<file path="src/design/clock_time_text_to_microseconds_top_assert.svh">
// Assertion macros shared by the clock-time parser RTL.
// Depends on nothing; included by the top level only.
`ifndef CLOCK_TIME_TEXT_TO_MICROSECONDS_TOP_ASSERT_SVH
`define CLOCK_TIME_TEXT_TO_MICROSECONDS_TOP_ASSERT_SVH

// Same-cycle implication, checked out of reset.
`define CTTU_ASSERT_IMP(label, clk, rst_n, ante, cons, msg) \
	label: assert property (@(posedge clk) disable iff (!rst_n) (ante) |-> (cons)) \
		else $error(msg);

// Next-cycle implication, checked out of reset.
`define CTTU_ASSERT_NEXT(label, clk, rst_n, ante, cons, msg) \
	label: assert property (@(posedge clk) disable iff (!rst_n) (ante) |=> (cons)) \
		else $error(msg);

`endif

</file>
<file path="src/design/cttu_pkg.sv">
// Package for the clock-time text parser: widths, character codes,
// scale table and the record handed from the parse stage to the scale stage.
`timescale 1ns / 1ps

package cttu_pkg;

	localparam int TOTAL_W = 63;
	localparam int GROUP_W = 31;
	localparam int FDIG_W  = 3;
	localparam int US_W    = 20;
	localparam int CHAR_W  = 8;

	localparam logic [US_W-1:0]    US_PER_SEC = 20'd1000000;
	localparam logic [GROUP_W-1:0] GROUP_MAX  = 31'h7FFFFFFF;
	localparam logic [FDIG_W-1:0]  FRAC_LIMIT = 3'd6;

	localparam logic [CHAR_W-1:0] CH_ZERO  = 8'h30;
	localparam logic [CHAR_W-1:0] CH_NINE  = 8'h39;
	localparam logic [CHAR_W-1:0] CH_COLON = 8'h3A;
	localparam logic [CHAR_W-1:0] CH_POINT = 8'h2E;

	// Finished text: whole seconds, last group and its decimal exponent.
	typedef struct packed {
		logic [TOTAL_W-1:0] total;
		logic [GROUP_W-1:0] group;
		logic [FDIG_W-1:0]  expo;
	} fin_t;

	// Power of ten for a group scaled to microseconds.
	function automatic logic [US_W-1:0] pow10(input logic [FDIG_W-1:0] e);
		logic [US_W-1:0] r;
		unique case (e)
			3'd0:    r = 20'd1;
			3'd1:    r = 20'd10;
			3'd2:    r = 20'd100;
			3'd3:    r = 20'd1000;
			3'd4:    r = 20'd10000;
			3'd5:    r = 20'd100000;
			3'd6:    r = 20'd1000000;
			default: r = '0;
		endcase
		return r;
	endfunction

endpackage

</file>
<file path="src/design/cttu_in_if.sv">
// Character channel: one text byte per transfer, with an end-of-text mark.
// Depends on cttu_pkg for the character width.
`timescale 1ns / 1ps

interface cttu_in_if;
	import cttu_pkg::*;
	logic              valid;
	logic              ready;
	logic [CHAR_W-1:0] char_code;
	logic              last_char;

	modport source (output valid, output char_code, output last_char, input ready);
	modport sink   (input valid, input char_code, input last_char, output ready);
endinterface

</file>
<file path="src/design/cttu_out_if.sv">
// Result channel: one time in microseconds per transfer.
// Depends on cttu_pkg for the result width.
`timescale 1ns / 1ps

interface cttu_out_if;
	import cttu_pkg::*;
	logic               valid;
	logic               ready;
	logic [TOTAL_W-1:0] time_us;

	modport source (output valid, output time_us, input ready);
	modport sink   (input valid, input time_us, output ready);
endinterface

</file>
<file path="src/design/cttu_parse.sv">
// Parse stage: input register, running text state, and the finished-text
// register. Depends on cttu_pkg and cttu_in_if.
`timescale 1ns / 1ps

module cttu_parse import cttu_pkg::*; (
	input  logic   clk,
	input  logic   arst_n,
	cttu_in_if.sink char_in,
	output logic   fin_valid,
	input  logic   fin_ready,
	output fin_t   fin
);

	logic              valid_s1;
	logic [CHAR_W-1:0] char_s1;
	logic              last_s1;

	logic [TOTAL_W-1:0] total_q;
	logic [GROUP_W-1:0] group_q;
	logic [FDIG_W-1:0]  fdig_q;
	logic               point_q;

	logic valid_s2;
	fin_t fin_s2;

	logic s2_free;
	logic s1_fire;

	logic               is_digit;
	logic [GROUP_W+3:0] grow;
	logic [TOTAL_W-1:0] sum;
	logic [TOTAL_W-1:0] total_n;
	logic [GROUP_W-1:0] group_n;
	logic [FDIG_W-1:0]  fdig_n;
	logic               point_n;
	fin_t               fin_n;

	// A character waits in s1 only when it ends a text and s2 is full.
	assign s2_free      = !valid_s2 || fin_ready;
	assign s1_fire      = valid_s1 && (!last_s1 || s2_free);
	assign char_in.ready = !valid_s1 || s1_fire;

	// Hold the incoming transfer.
	always_ff @(posedge clk or negedge arst_n) begin
		if (!arst_n) begin
			valid_s1 <= 1'b0;
		end else if (char_in.ready) begin
			valid_s1 <= char_in.valid;
		end
	end

	always_ff @(posedge clk) begin
		if (char_in.valid && char_in.ready) begin
			char_s1 <= char_in.char_code;
			last_s1 <= char_in.last_char;
		end
	end

	// Next text state for the character in s1.
	always_comb begin
		is_digit = (char_s1 >= CH_ZERO) && (char_s1 <= CH_NINE);
		grow     = ({4'b0, group_q} << 3) + ({4'b0, group_q} << 1)
			+ {{(GROUP_W){1'b0}}, char_s1[3:0]};
		sum      = total_q + {{(TOTAL_W-GROUP_W){1'b0}}, group_q};
		total_n  = total_q;
		group_n  = group_q;
		fdig_n   = fdig_q;
		point_n  = point_q;
		priority if (is_digit) begin
			// Drop digits past the sixth fraction digit.
			if (!(point_q && fdig_q >= FRAC_LIMIT)) begin
				group_n = (grow > {4'b0, GROUP_MAX}) ? GROUP_MAX : grow[GROUP_W-1:0];
				if (point_q) begin
					fdig_n = fdig_q + 3'd1;
				end
			end
		end else if (char_s1 == CH_COLON) begin
			total_n = (sum << 6) - (sum << 2);
			group_n = '0;
		end else if (char_s1 == CH_POINT) begin
			total_n = sum;
			group_n = '0;
			fdig_n  = '0;
			point_n = 1'b1;
		end else begin
			// Ignore any other character.
			point_n = point_q;
		end
		// Without a point the last group is whole seconds: scale by 10^6.
		fin_n.total = total_n;
		fin_n.group = group_n;
		fin_n.expo  = point_n ? (FRAC_LIMIT - fdig_n) : FRAC_LIMIT;
	end

	// Advance the text state; clear it after the final character.
	always_ff @(posedge clk or negedge arst_n) begin
		if (!arst_n) begin
			total_q <= '0;
			group_q <= '0;
			fdig_q  <= '0;
			point_q <= 1'b0;
		end else if (s1_fire) begin
			if (last_s1) begin
				total_q <= '0;
				group_q <= '0;
				fdig_q  <= '0;
				point_q <= 1'b0;
			end else begin
				total_q <= total_n;
				group_q <= group_n;
				fdig_q  <= fdig_n;
				point_q <= point_n;
			end
		end
	end

	// Hold a finished text until the scale stage takes it.
	always_ff @(posedge clk or negedge arst_n) begin
		if (!arst_n) begin
			valid_s2 <= 1'b0;
		end else if (s2_free) begin
			valid_s2 <= s1_fire && last_s1;
		end
	end

	always_ff @(posedge clk) begin
		if (s2_free && s1_fire && last_s1) begin
			fin_s2 <= fin_n;
		end
	end

	assign fin_valid = valid_s2;
	assign fin       = fin_s2;

endmodule

</file>
<file path="src/design/cttu_scale.sv">
// Scale stage: multiply the finished text into microseconds and hold the
// result for the output channel. Depends on cttu_pkg and cttu_out_if.
`timescale 1ns / 1ps

module cttu_scale import cttu_pkg::*; (
	input  logic        clk,
	input  logic        arst_n,
	input  logic        fin_valid,
	output logic        fin_ready,
	input  fin_t        fin,
	cttu_out_if.source  time_out
);

	localparam int LO_W   = 32;
	localparam int HI_W   = TOTAL_W - LO_W;
	localparam int LOP_W  = LO_W + US_W;
	localparam int HIP_W  = HI_W + US_W;
	localparam int FRAC_W = GROUP_W + US_W;

	logic              valid_s3;
	logic [LOP_W-1:0]  lo_s3;
	logic [HI_W-1:0]   hi_s3;
	logic [FRAC_W-1:0] frac_s3;

	logic               out_valid_q;
	logic [TOTAL_W-1:0] time_us_q;

	logic               out_free;
	logic               s3_free;
	logic [LOP_W-1:0]   lo_prod;
	logic [HIP_W-1:0]   hi_prod;
	logic [FRAC_W-1:0]  frac_prod;
	logic [TOTAL_W-1:0] time_sum;

	assign out_free  = !out_valid_q || time_out.ready;
	assign s3_free   = !valid_s3 || out_free;
	assign fin_ready = s3_free;

	// Split the seconds product in two halves; scale the last group.
	always_comb begin
		lo_prod   = {{US_W{1'b0}}, fin.total[LO_W-1:0]} * {{LO_W{1'b0}}, US_PER_SEC};
		hi_prod   = {{US_W{1'b0}}, fin.total[TOTAL_W-1:LO_W]} * {{HI_W{1'b0}}, US_PER_SEC};
		frac_prod = {{US_W{1'b0}}, fin.group} * {{GROUP_W{1'b0}}, pow10(fin.expo)};
	end

	always_ff @(posedge clk or negedge arst_n) begin
		if (!arst_n) begin
			valid_s3 <= 1'b0;
		end else if (s3_free) begin
			valid_s3 <= fin_valid;
		end
	end

	always_ff @(posedge clk) begin
		if (s3_free && fin_valid) begin
			lo_s3   <= lo_prod;
			hi_s3   <= hi_prod[HI_W-1:0];
			frac_s3 <= frac_prod;
		end
	end

	// Sum the partial products modulo 2^63.
	assign time_sum = {{(TOTAL_W-LOP_W){1'b0}}, lo_s3}
		+ {hi_s3, {LO_W{1'b0}}}
		+ {{(TOTAL_W-FRAC_W){1'b0}}, frac_s3};

	// Hold the result until the transfer completes.
	always_ff @(posedge clk or negedge arst_n) begin
		if (!arst_n) begin
			out_valid_q <= 1'b0;
		end else if (out_free) begin
			out_valid_q <= valid_s3;
		end
	end

	always_ff @(posedge clk) begin
		if (out_free && valid_s3) begin
			time_us_q <= time_sum;
		end
	end

	assign time_out.valid   = out_valid_q;
	assign time_out.time_us = time_us_q;

endmodule

</file>
<file path="src/design/clock_time_text_to_microseconds_top.sv">
// Channel    Dir  Payload                       Transfer
// char_in    in   char_code[7:0], last_char     valid && ready
// time_out   out  time_us[62:0]                 valid && ready
//
// One character per cycle unless the input stalls; the text state updates in
// the cycle after a non-final character's transfer. The final character's
// result passes the input, finished-text, product and output registers.
// Reset clears all valid bits and the text state. Characters keep flowing
// while results wait; the input stalls only when every result stage is full.
// Top level of the clock-time text parser; depends on cttu_pkg,
// the channel interfaces, cttu_parse, cttu_scale and the assertion header.
`timescale 1ns / 1ps
`include "clock_time_text_to_microseconds_top_assert.svh"

module clock_time_text_to_microseconds_top import cttu_pkg::*; (
	input  logic       clk,
	input  logic       arst_n,
	cttu_in_if.sink    char_in,
	cttu_out_if.source time_out
);

	logic fin_valid;
	logic fin_ready;
	fin_t fin;

	// Character parsing and running state.
	cttu_parse u_parse (
		.clk       (clk),
		.arst_n    (arst_n),
		.char_in   (char_in),
		.fin_valid (fin_valid),
		.fin_ready (fin_ready),
		.fin       (fin)
	);

	// Conversion to microseconds.
	cttu_scale u_scale (
		.clk       (clk),
		.arst_n    (arst_n),
		.fin_valid (fin_valid),
		.fin_ready (fin_ready),
		.fin       (fin),
		.time_out  (time_out)
	);

	`CTTU_ASSERT_NEXT(a_fin_hold, clk, arst_n, fin_valid && !fin_ready, fin_valid && $stable(fin), "finished text changed while stalled")
	`CTTU_ASSERT_IMP(a_fin_expo, clk, arst_n, fin_valid, fin.expo <= FRAC_LIMIT, "fraction exponent out of range")
	`CTTU_ASSERT_IMP(a_stall_cause, clk, arst_n, !char_in.ready, time_out.valid, "input stalled with no result pending")

endmodule
</file>
<file path="src/flat_wrapper.sv">
// flat-port wrapper written by rule: the top's interface ports become plain ports
module clock_time_text_to_microseconds_top_flat import cttu_pkg::*;
  (clk, arst_n, char_in_valid, char_in_char_code, char_in_last_char, char_in_ready, time_out_valid, time_out_time_us, time_out_ready);
  cttu_in_if char_in_i ();
  cttu_out_if time_out_i ();
  input  logic clk;
  input  logic arst_n;
  input wire logic [$bits(char_in_i.valid)-1:0] char_in_valid;
  input wire logic [$bits(char_in_i.char_code)-1:0] char_in_char_code;
  input wire logic [$bits(char_in_i.last_char)-1:0] char_in_last_char;
  output wire logic [$bits(char_in_i.ready)-1:0] char_in_ready;
  output wire logic [$bits(time_out_i.valid)-1:0] time_out_valid;
  output wire logic [$bits(time_out_i.time_us)-1:0] time_out_time_us;
  input wire logic [$bits(time_out_i.ready)-1:0] time_out_ready;
  assign char_in_i.valid = char_in_valid;
  assign char_in_i.char_code = char_in_char_code;
  assign char_in_i.last_char = char_in_last_char;
  assign char_in_ready = char_in_i.ready;
  assign time_out_valid = time_out_i.valid;
  assign time_out_time_us = time_out_i.time_us;
  assign time_out_i.ready = time_out_ready;
  clock_time_text_to_microseconds_top u_core (.clk(clk), .arst_n(arst_n), .char_in(char_in_i), .time_out(time_out_i));
endmodule
</file>
<file path="config.mk">
export PLATFORM = sky130hd
export DESIGN_NAME = clock_time_text_to_microseconds_top_flat
export DESIGN_NICKNAME = d
export VERILOG_FILES = /design/src/design/cttu_pkg.sv /design/src/design/cttu_in_if.sv /design/src/design/cttu_out_if.sv /design/src/design/cttu_parse.sv /design/src/design/cttu_scale.sv /design/src/design/clock_time_text_to_microseconds_top.sv /design/src/flat_wrapper.sv
export VERILOG_INCLUDE_DIRS = /design/src /design/src/design
export SDC_FILE = /design/constraint.sdc
export NUM_CORES = 2
export LEC_CHECK = 0
export BUFFER_PORTS_ARGS = -buffer_cell sky130_fd_sc_hd__buf_2
export CAP_MARGIN = 20
export CORE_ASPECT_RATIO = 0.75
export CORE_MARGIN = 1
export CORE_UTILIZATION = 57
export DETAILED_ROUTE_END_ITERATION = 7
export MAX_ROUTING_LAYER = met4
export PLACE_DENSITY = 0.73
export SETUP_SLACK_MARGIN = 0.05
export SYNTH_ARGS = -nofsm -noshare
export SYNTH_HDL_FRONTEND = slang
export SYNTH_SLANG_ARGS = --single-unit
export TNS_END_PERCENT = 10
</file>
<file path="constraint.sdc">
create_clock -name clk -period 22.8 [get_ports clk]
set_input_delay 4.56 -clock clk [delete_from_list [all_inputs] [get_ports clk]]
set_output_delay 4.56 -clock clk [all_outputs]
set_load 0.03 [all_outputs]
</file>
[Yosys cells after proc, flatten, opt, wreduce, memory -nomap -nowiden]
Cells that the tools add are included.
Storage, ports and cells
  flip-flop bits (word level): 393
  output and inout port bits: 65
  logic and storage cells: 81
Cells by class
  multiplexer cells: 21
  multiply operators: 3
  eq/ne operators: 8
  reductions and logical operators: 20
  add/subtract/negate cells: 8
  magnitude comparators: 4
Operator list (count)
  two-way mux 63 bit: 4
  two-way mux 31 bit: 6
  one-hot mux 20 bit (7 select lines): 1
  adder 52 x 63 -> 63 bit: 1
  adder 63 x 31 -> 63 bit: 1
  adder 63 x 51 -> 63 bit: 1
  subtractor 63 bit: 1
  multiplier 31 x 20 -> 51 bit: 1
  multiplier 32 x 14 -> 46 bit, second input constant: 1
  adder 34 x 32 -> 35 bit: 1
  adder 35 x 4 -> 35 bit: 1
  greater-than comparator 35 x 31 -> 1 bit, second input constant: 1
  multiplier 31 x 14 -> 25 bit, second input constant: 1
  two-way mux 3 bit: 6
  == test 8 x 6 -> 1 bit, second input constant: 2
  == test 3 bit, second input constant: 3
  logical AND 1 bit: 9
  >= comparator 8 x 6 -> 1 bit, second input constant: 1
  <= comparator 8 x 6 -> 1 bit, second input constant: 1
  == test 3 x 2 -> 1 bit, second input constant: 2
  logical NOT 1 bit: 5
  logical OR 1 bit: 5
  two-way mux 1 bit: 4
  adder 3 x 1 -> 3 bit, second input constant: 1
  other kinds (4): 4

[Logic depth before layout (Yosys ltp)]
  word-level depth: 8
  gate-level depth with buffers: 34
  depth with buffers taken out: 30

[Cells and area by module]
Synthesis repeated with hierarchy kept, for this count alone.
Unflattened totals
  cells, all modules: 5912
  area, all modules: 55122.9 sq um
By module, submodules not included
  cttu_scale: seq. area each 5605.4 sq um, area each 37150.6 sq um, cells an instance 3790, instances 1
  cttu_parse: seq. area each 5685.5 sq um, area each 17972.2 sq um, cells an instance 2122, instances 1

[Worst setup path before layout]
Ideal clock, no wire load.
  path type: in2reg
  from: input port time_out_ready
  to: register u_core.u_scale.frac_s3[0] (enable)
  slack: 8.543 ns
  path buffers: 0
  arrival time: 13.467 ns
  required time: 22.010 ns
  stages: 2
  cells stage by stage: nor2b_1 > a21boi_0
On the way
  longest elaborated chain between the ends: 3
Ends and longest elaborated chain
  start, declared: line flat_wrapper.sv:14  | input wire logic [$bits(time_out_i.ready)-1:0] time_out_ready;
  logical OR 1 bit: line cttu_scale.sv:35  | assign out_free = !out_valid_q || time_out.ready;
  logical OR 1 bit: line cttu_scale.sv:36  | assign s3_free = !valid_s3 || out_free;
  logical AND 1 bit: line cttu_scale.sv:55  | if (s3_free && fin_valid) begin
  end signal, assigned: line cttu_scale.sv:58  | frac_s3 <= frac_prod;
  end, declared: line cttu_scale.sv:23  | logic [FRAC_W-1:0] frac_s3;
Every way passes these cells.
A chain may end at the register's enable or synchronous reset.

[Worst setup path in the final report]
  from: input port time_out_ready
  to: output port char_in_ready
On the way
  longest elaborated chain between the ends: 6
Ends and longest elaborated chain
  logical OR 1 bit: line cttu_scale.sv:35
  logical OR 1 bit: line cttu_scale.sv:36
  logical OR 1 bit: line cttu_parse.sv:39  | assign s2_free = !valid_s2 || fin_ready;
  logical OR 1 bit: line cttu_parse.sv:40  | assign s1_fire = valid_s1 && (!last_s1 || s2_free);
  logical AND 1 bit: line cttu_parse.sv:40
  logical OR 1 bit: line cttu_parse.sv:41  | assign char_in.ready = !valid_s1 || s1_fire;
  end, declared: line flat_wrapper.sv:11  | output wire logic [$bits(char_in_i.ready)-1:0] char_in_ready;
Every way passes these cells.

==> flow_summary.html <==
<table>
<tr><th>Metric</th><th>Value</th></tr>
<tr><th colspan="2">Synthesis</th></tr>
<tr><td>Most repeated cell in the gate-level netlist after synthesis</td><td>sky130_fd_sc_hd__inv_1</td></tr>
<tr><td>Flop and latch count out of synthesis</td><td>381</td></tr>
<tr><td>Fraction of post-synthesis cell area in the top cell type by area</td><td>0.255</td></tr>
<tr><td>Top cell types by occurrence after synthesis</td><td>sky130_fd_sc_hd__inv_1, sky130_fd_sc_hd__fa_1, sky130_fd_sc_hd__ha_1, sky130_fd_sc_hd__nand2_1, sky130_fd_sc_hd__edfxtp_1</td></tr>
<tr><td>Synth Area per Inst</td><td>9.47 um2</td></tr>
<tr><td>Netlist area before placement</td><td>0.0525 mm2</td></tr>
<tr><td>Post-synth top flop</td><td>sky130_fd_sc_hd__edfxtp_1</td></tr>
<tr><td>FFs w/ async S/R, synth</td><td>0.252</td></tr>
<tr><td>Leading cell types by total area after synthesis</td><td>sky130_fd_sc_hd__fa_1, sky130_fd_sc_hd__edfxtp_1, sky130_fd_sc_hd__ha_1, sky130_fd_sc_hd__inv_1, sky130_fd_sc_hd__dfrtp_1</td></tr>
<tr><td>Gate count of the mapped netlist</td><td>5545</td></tr>
<tr><td>Count of distinct cell types in the synthesized netlist</td><td>91</td></tr>
<tr><td>Count of flip-flops with a built-in enable after synthesis</td><td>285</td></tr>
<tr><td>Register area share after synthesis</td><td>0.209</td></tr>
<tr><td>Top cell type by total area after synthesis</td><td>sky130_fd_sc_hd__fa_1</td></tr>
<tr><td>Count of yosys warnings during synthesis</td><td>0</td></tr>
<tr><td>Number of nets in the synthesized netlist</td><td>6857</td></tr>
<tr><th colspan="2">GRT</th></tr>
<tr><td>Global-route wire length before repair</td><td>215000 um</td></tr>
<tr><td>Global Route Usage Sum</td><td>0.303</td></tr>
<tr><td>Vias in the first global route</td><td>38507</td></tr>
<tr><td>Gr ovfl total</td><td>0</td></tr>
<tr><td>Largest net degree at the start of global routing</td><td>82</td></tr>
<tr><td>Antenna violations before repair</td><td>1</td></tr>
<tr><th colspan="2">Route</th></tr>
<tr><td>Routed via count divided by cell count</td><td>5.79</td></tr>
<tr><td>Total Wirelength</td><td>136000 um</td></tr>
<tr><td>Violation count after the first detailed-route iteration</td><td>3570</td></tr>
<tr><td>Routed wirelength normalized by instance count</td><td>20.0 um</td></tr>
<tr><td>Number of vias after detailed routing</td><td>39376</td></tr>
<tr><td>Antenna Nets Post-Route</td><td>0</td></tr>
<tr><td>Post-route DRC</td><td>0</td></tr>
<tr><td>Detailed Routing Iterations Pass 1</td><td>6</td></tr>
<tr><th colspan="2">Run status</th></tr>
<tr><td>Status</td><td>complete, no violations</td></tr>
<tr><th colspan="2">Timing</th></tr>
<tr><td>Count of endpoints failing setup in the final report</td><td>0</td></tr>
<tr><td>Normalized max-slew margin</td><td>0.233</td></tr>
<tr><td>Highest attainable clock frequency</td><td>96.7 MHz</td></tr>
<tr><td>Slew of the pin with the lowest slew margin</td><td>1.15 ns</td></tr>
<tr><td>Min Tclk post-route</td><td>10.34 ns</td></tr>
<tr><td>Unrepaired setup endpoints after global routing</td><td>false</td></tr>
<tr><td>Sum Neg Setup Slack</td><td>0 ns</td></tr>
<tr><td>Worst Clk Skew</td><td>0.0359 ns</td></tr>
<tr><td>Final Slew Violations</td><td>0</td></tr>
<tr><td>Final hold violations</td><td>0</td></tr>
<tr><td>Fraction of the cycle the final worst path needs</td><td>0.453</td></tr>
<tr><th colspan="2">Worst setup path</th></tr>
<tr><td>Critical-path maximum fanout</td><td>6</td></tr>
<tr><td>CP endpoint kind</td><td>primary output</td></tr>
<tr><td>Crit. Startpoint</td><td>time_out_ready</td></tr>
<tr><td>Setup CP Type</td><td>in -&gt; out</td></tr>
<tr><td>CP peak stage delay</td><td>0.49 ns</td></tr>
<tr><td>Cells along the critical path</td><td>buf_2 -&gt; nor2b_1 -&gt; nand4_1 -&gt; inv_1 -&gt; nand2_1 -&gt; buf_2</td></tr>
<tr><td>Required time worst endpoint</td><td>18.24 ns</td></tr>
<tr><td>Most frequent cell on the critical path</td><td>sky130_fd_sc_hd__buf_2</td></tr>
<tr><td>Start of the worst register-to-register path</td><td>u_core.u_parse.fin[2]</td></tr>
<tr><td>Register-to-register setup slack</td><td>13.07 ns</td></tr>
<tr><td>Critical path launch point type</td><td>input pin</td></tr>
<tr><td>Cell with the biggest individual delay on the critical path</td><td>sky130_fd_sc_hd__nor2b_1</td></tr>
<tr><td>Number of cell instances on the worst register-to-register path</td><td>29</td></tr>
<tr><td>Crit path DAT</td><td>5.78 ns</td></tr>
<tr><th colspan="2">Power</th></tr>
<tr><td>Leakage power of the design</td><td>28.6 nW</td></tr>
<tr><td>Worst supply voltage drop on vdd</td><td>0.101 mV</td></tr>
<tr><td>Post-layout power</td><td>4.64 mW</td></tr>
<tr><td>P per Cell Area</td><td>83.3 mW/mm2</td></tr>
<tr><th colspan="2">Floorplanning</th></tr>
<tr><td>Die width</td><td>352 um</td></tr>
<tr><td>Core Footprint</td><td>0.0914 mm2</td></tr>
<tr><td>Die outline height</td><td>265 um</td></tr>
<tr><td>Number of cell rows</td><td>96</td></tr>
<tr><td>Starting utilization of the core area</td><td>0.575</td></tr>
<tr><td>Count of pins on the block boundary</td><td>78</td></tr>
<tr><td>Die Outline Area</td><td>0.0934 mm2</td></tr>
<tr><th colspan="2">Layout</th></tr>
<tr><td>Area added between synthesis and finish</td><td>5.94%</td></tr>
<tr><td>Total Nets Final</td><td>6850</td></tr>
<tr><td>Fraction of final layout cells with drive strength greater than 1</td><td>0.0457</td></tr>
<tr><td>Count of antenna diodes in the layout</td><td>0</td></tr>
<tr><td>Final instance area</td><td>0.0556 mm2</td></tr>
<tr><td>Number of non-filler instances in the completed layout</td><td>6799</td></tr>
<tr><td>Final core occ</td><td>0.609</td></tr>
<tr><th colspan="2">Placement</th></tr>
<tr><td>Instance area at placement</td><td>0.0542 mm2</td></tr>
<tr><td>Final weighted congestion of routability-driven global placement</td><td>0.994</td></tr>
<tr><td>HPWL after DPL</td><td>110000 um</td></tr>
<tr><td>Port bufs</td><td>77</td></tr>
<tr><td>Post-placement cell count</td><td>6715</td></tr>
<tr><th colspan="2">Hold path</th></tr>
<tr><td>Hold path cells</td><td>0</td></tr>
<tr><td>Hold WC Path Type</td><td>reg -&gt; reg</td></tr>
<tr><td>Launch point of the worst hold path</td><td>u_core.u_scale.frac_s3[2]</td></tr>
<tr><th colspan="2">Clocking</th></tr>
<tr><td>Clock Tree Buf Depth</td><td>3</td></tr>
<tr><td>Number of gates resized after CTS</td><td>0</td></tr>
<tr><td>Clock slew seen by the registers of the worst setup and hold paths</td><td>0.06 ns</td></tr>
<tr><td>Clock Sinks</td><td>381</td></tr>
<tr><td>Post-CTS setup repair buffer count</td><td>0</td></tr>
<tr><td>H-tree depth reported by CTS</td><td>2</td></tr>
<tr><td>Clock latency reported for the late side of the worst-skew pair</td><td>0.60 ns</td></tr>
<tr><td>Number of clock buffers inserted by TritonCTS</td><td>46</td></tr>
<tr><td>CTS tree</td><td>built</td></tr>
<tr><td>Hold-fix buffers at CTS</td><td>0</td></tr>
<tr><td>Library cell used as clock root buffer</td><td>sky130_fd_sc_hd__clkbuf_16</td></tr>
<tr><th colspan="2">Job</th></tr>
<tr><td>Max-cap violations</td><td>0</td></tr>
</table>
==> cell families (layout without fill, tap and decap cells) <==
logic type	count (synthesis)	after routing	synth area share
mux	7	7	0.00141
xor+xnor	283	283	0.0473
flops	381	381	0.209
fa+ha+maj	1299	1299	0.405
compound gates	1039	1039	0.130
simple gates	1256	1256	0.116
buf+inv	1280	1309	0.0916
==> where the power goes <==
part	internal, mW	switching (mW)
combinational	1.16	1.63
clock	0.417	0.322
sequential	1.02	0.0884
total	2.60	2.04
==> cell type report <==
class                           instances  area, um2
Tap cell                             1225       1530
Fill cell                            7652      35800
Multi-Input combinational cell       3884      36800
Inverter                             1118       4200
Clock buffer                           51       1200
Timing Repair Buffer                  107        613
Clock inverter                         33        279
Sequential cell                       381      11000
==> stage by stage <==
| step | hold slack [ns] | worst slack (ns) |
|---|---|---|
| after floorplan | 0.400 | 8.54 |
| after global placement | 0.400 | 12.51 |
| after detailed placement | 0.406 | 12.49 |
| after CTS | 0.422 | 12.48 |
| after global routing | 0.426 | 12.37 |
| final | 0.428 | 12.46 |
==> worst max-delay path, delay by kind of cell <==
family,cells,cell delay [ns]
buffers and inverters,3,0.39
AND/OR/NAND/NOR,3,0.82
==> registers in the layout (all words and copies together) (netlist names), 3 cells and up <==
register,cells
u_core.u_scale.time_out.time_us,63
u_core.u_parse.fdig_q,3
u_core.u_scale.frac_s3,51
u_core.u_parse.char_s1,8
u_core.u_parse.group_q,31
u_core.u_scale.lo_s3,46
u_core.u_scale.hi_s3,25
u_core.u_parse.total_q,57
u_core.u_parse.fin,91
==> worst paths after layout <==
| kind | endpoint |
|---|---|
| min reg2reg | u_core.u_scale.time_out.time_us[2] |
| max | char_in_ready |
| min in group asynchronous | u_core.u_parse.total_q[52] |
| max reg2reg | u_core.u_scale.frac_s3[49] |
| min | u_core.u_scale.time_out.time_us[2] |
| max in group asynchronous | u_core.u_parse.group_q[8] |
==> routing by layer <==
layer	GRT usage	vias to the layer above	wire, um
met1	0.458	19365	64400
li1	-	18269	-
met5	-	-	0
met3	0.0728	158	15200
met4	0.0528	0	2130
met2	0.413	1584	54500
==> cell usage in the layout (no fill, tap or decap), types with 67 or more instances in the layout <==
master,n
sky130_fd_sc_hd__edfxtp_1,285
sky130_fd_sc_hd__o21ai_0,203
sky130_fd_sc_hd__buf_2,76
sky130_fd_sc_hd__nand2_1,467
sky130_fd_sc_hd__nor3_1,67
sky130_fd_sc_hd__xor2_1,88
sky130_fd_sc_hd__a21oi_1,282
sky130_fd_sc_hd__nor2_1,203
sky130_fd_sc_hd__fa_1,669
sky130_fd_sc_hd__xnor2_1,194
sky130_fd_sc_hd__inv_1,1116
sky130_fd_sc_hd__and2_1,188
sky130_fd_sc_hd__a21o_1,150
sky130_fd_sc_hd__dfrtp_1,96
sky130_fd_sc_hd__ha_1,630
(Power assumes the default switching activity.)
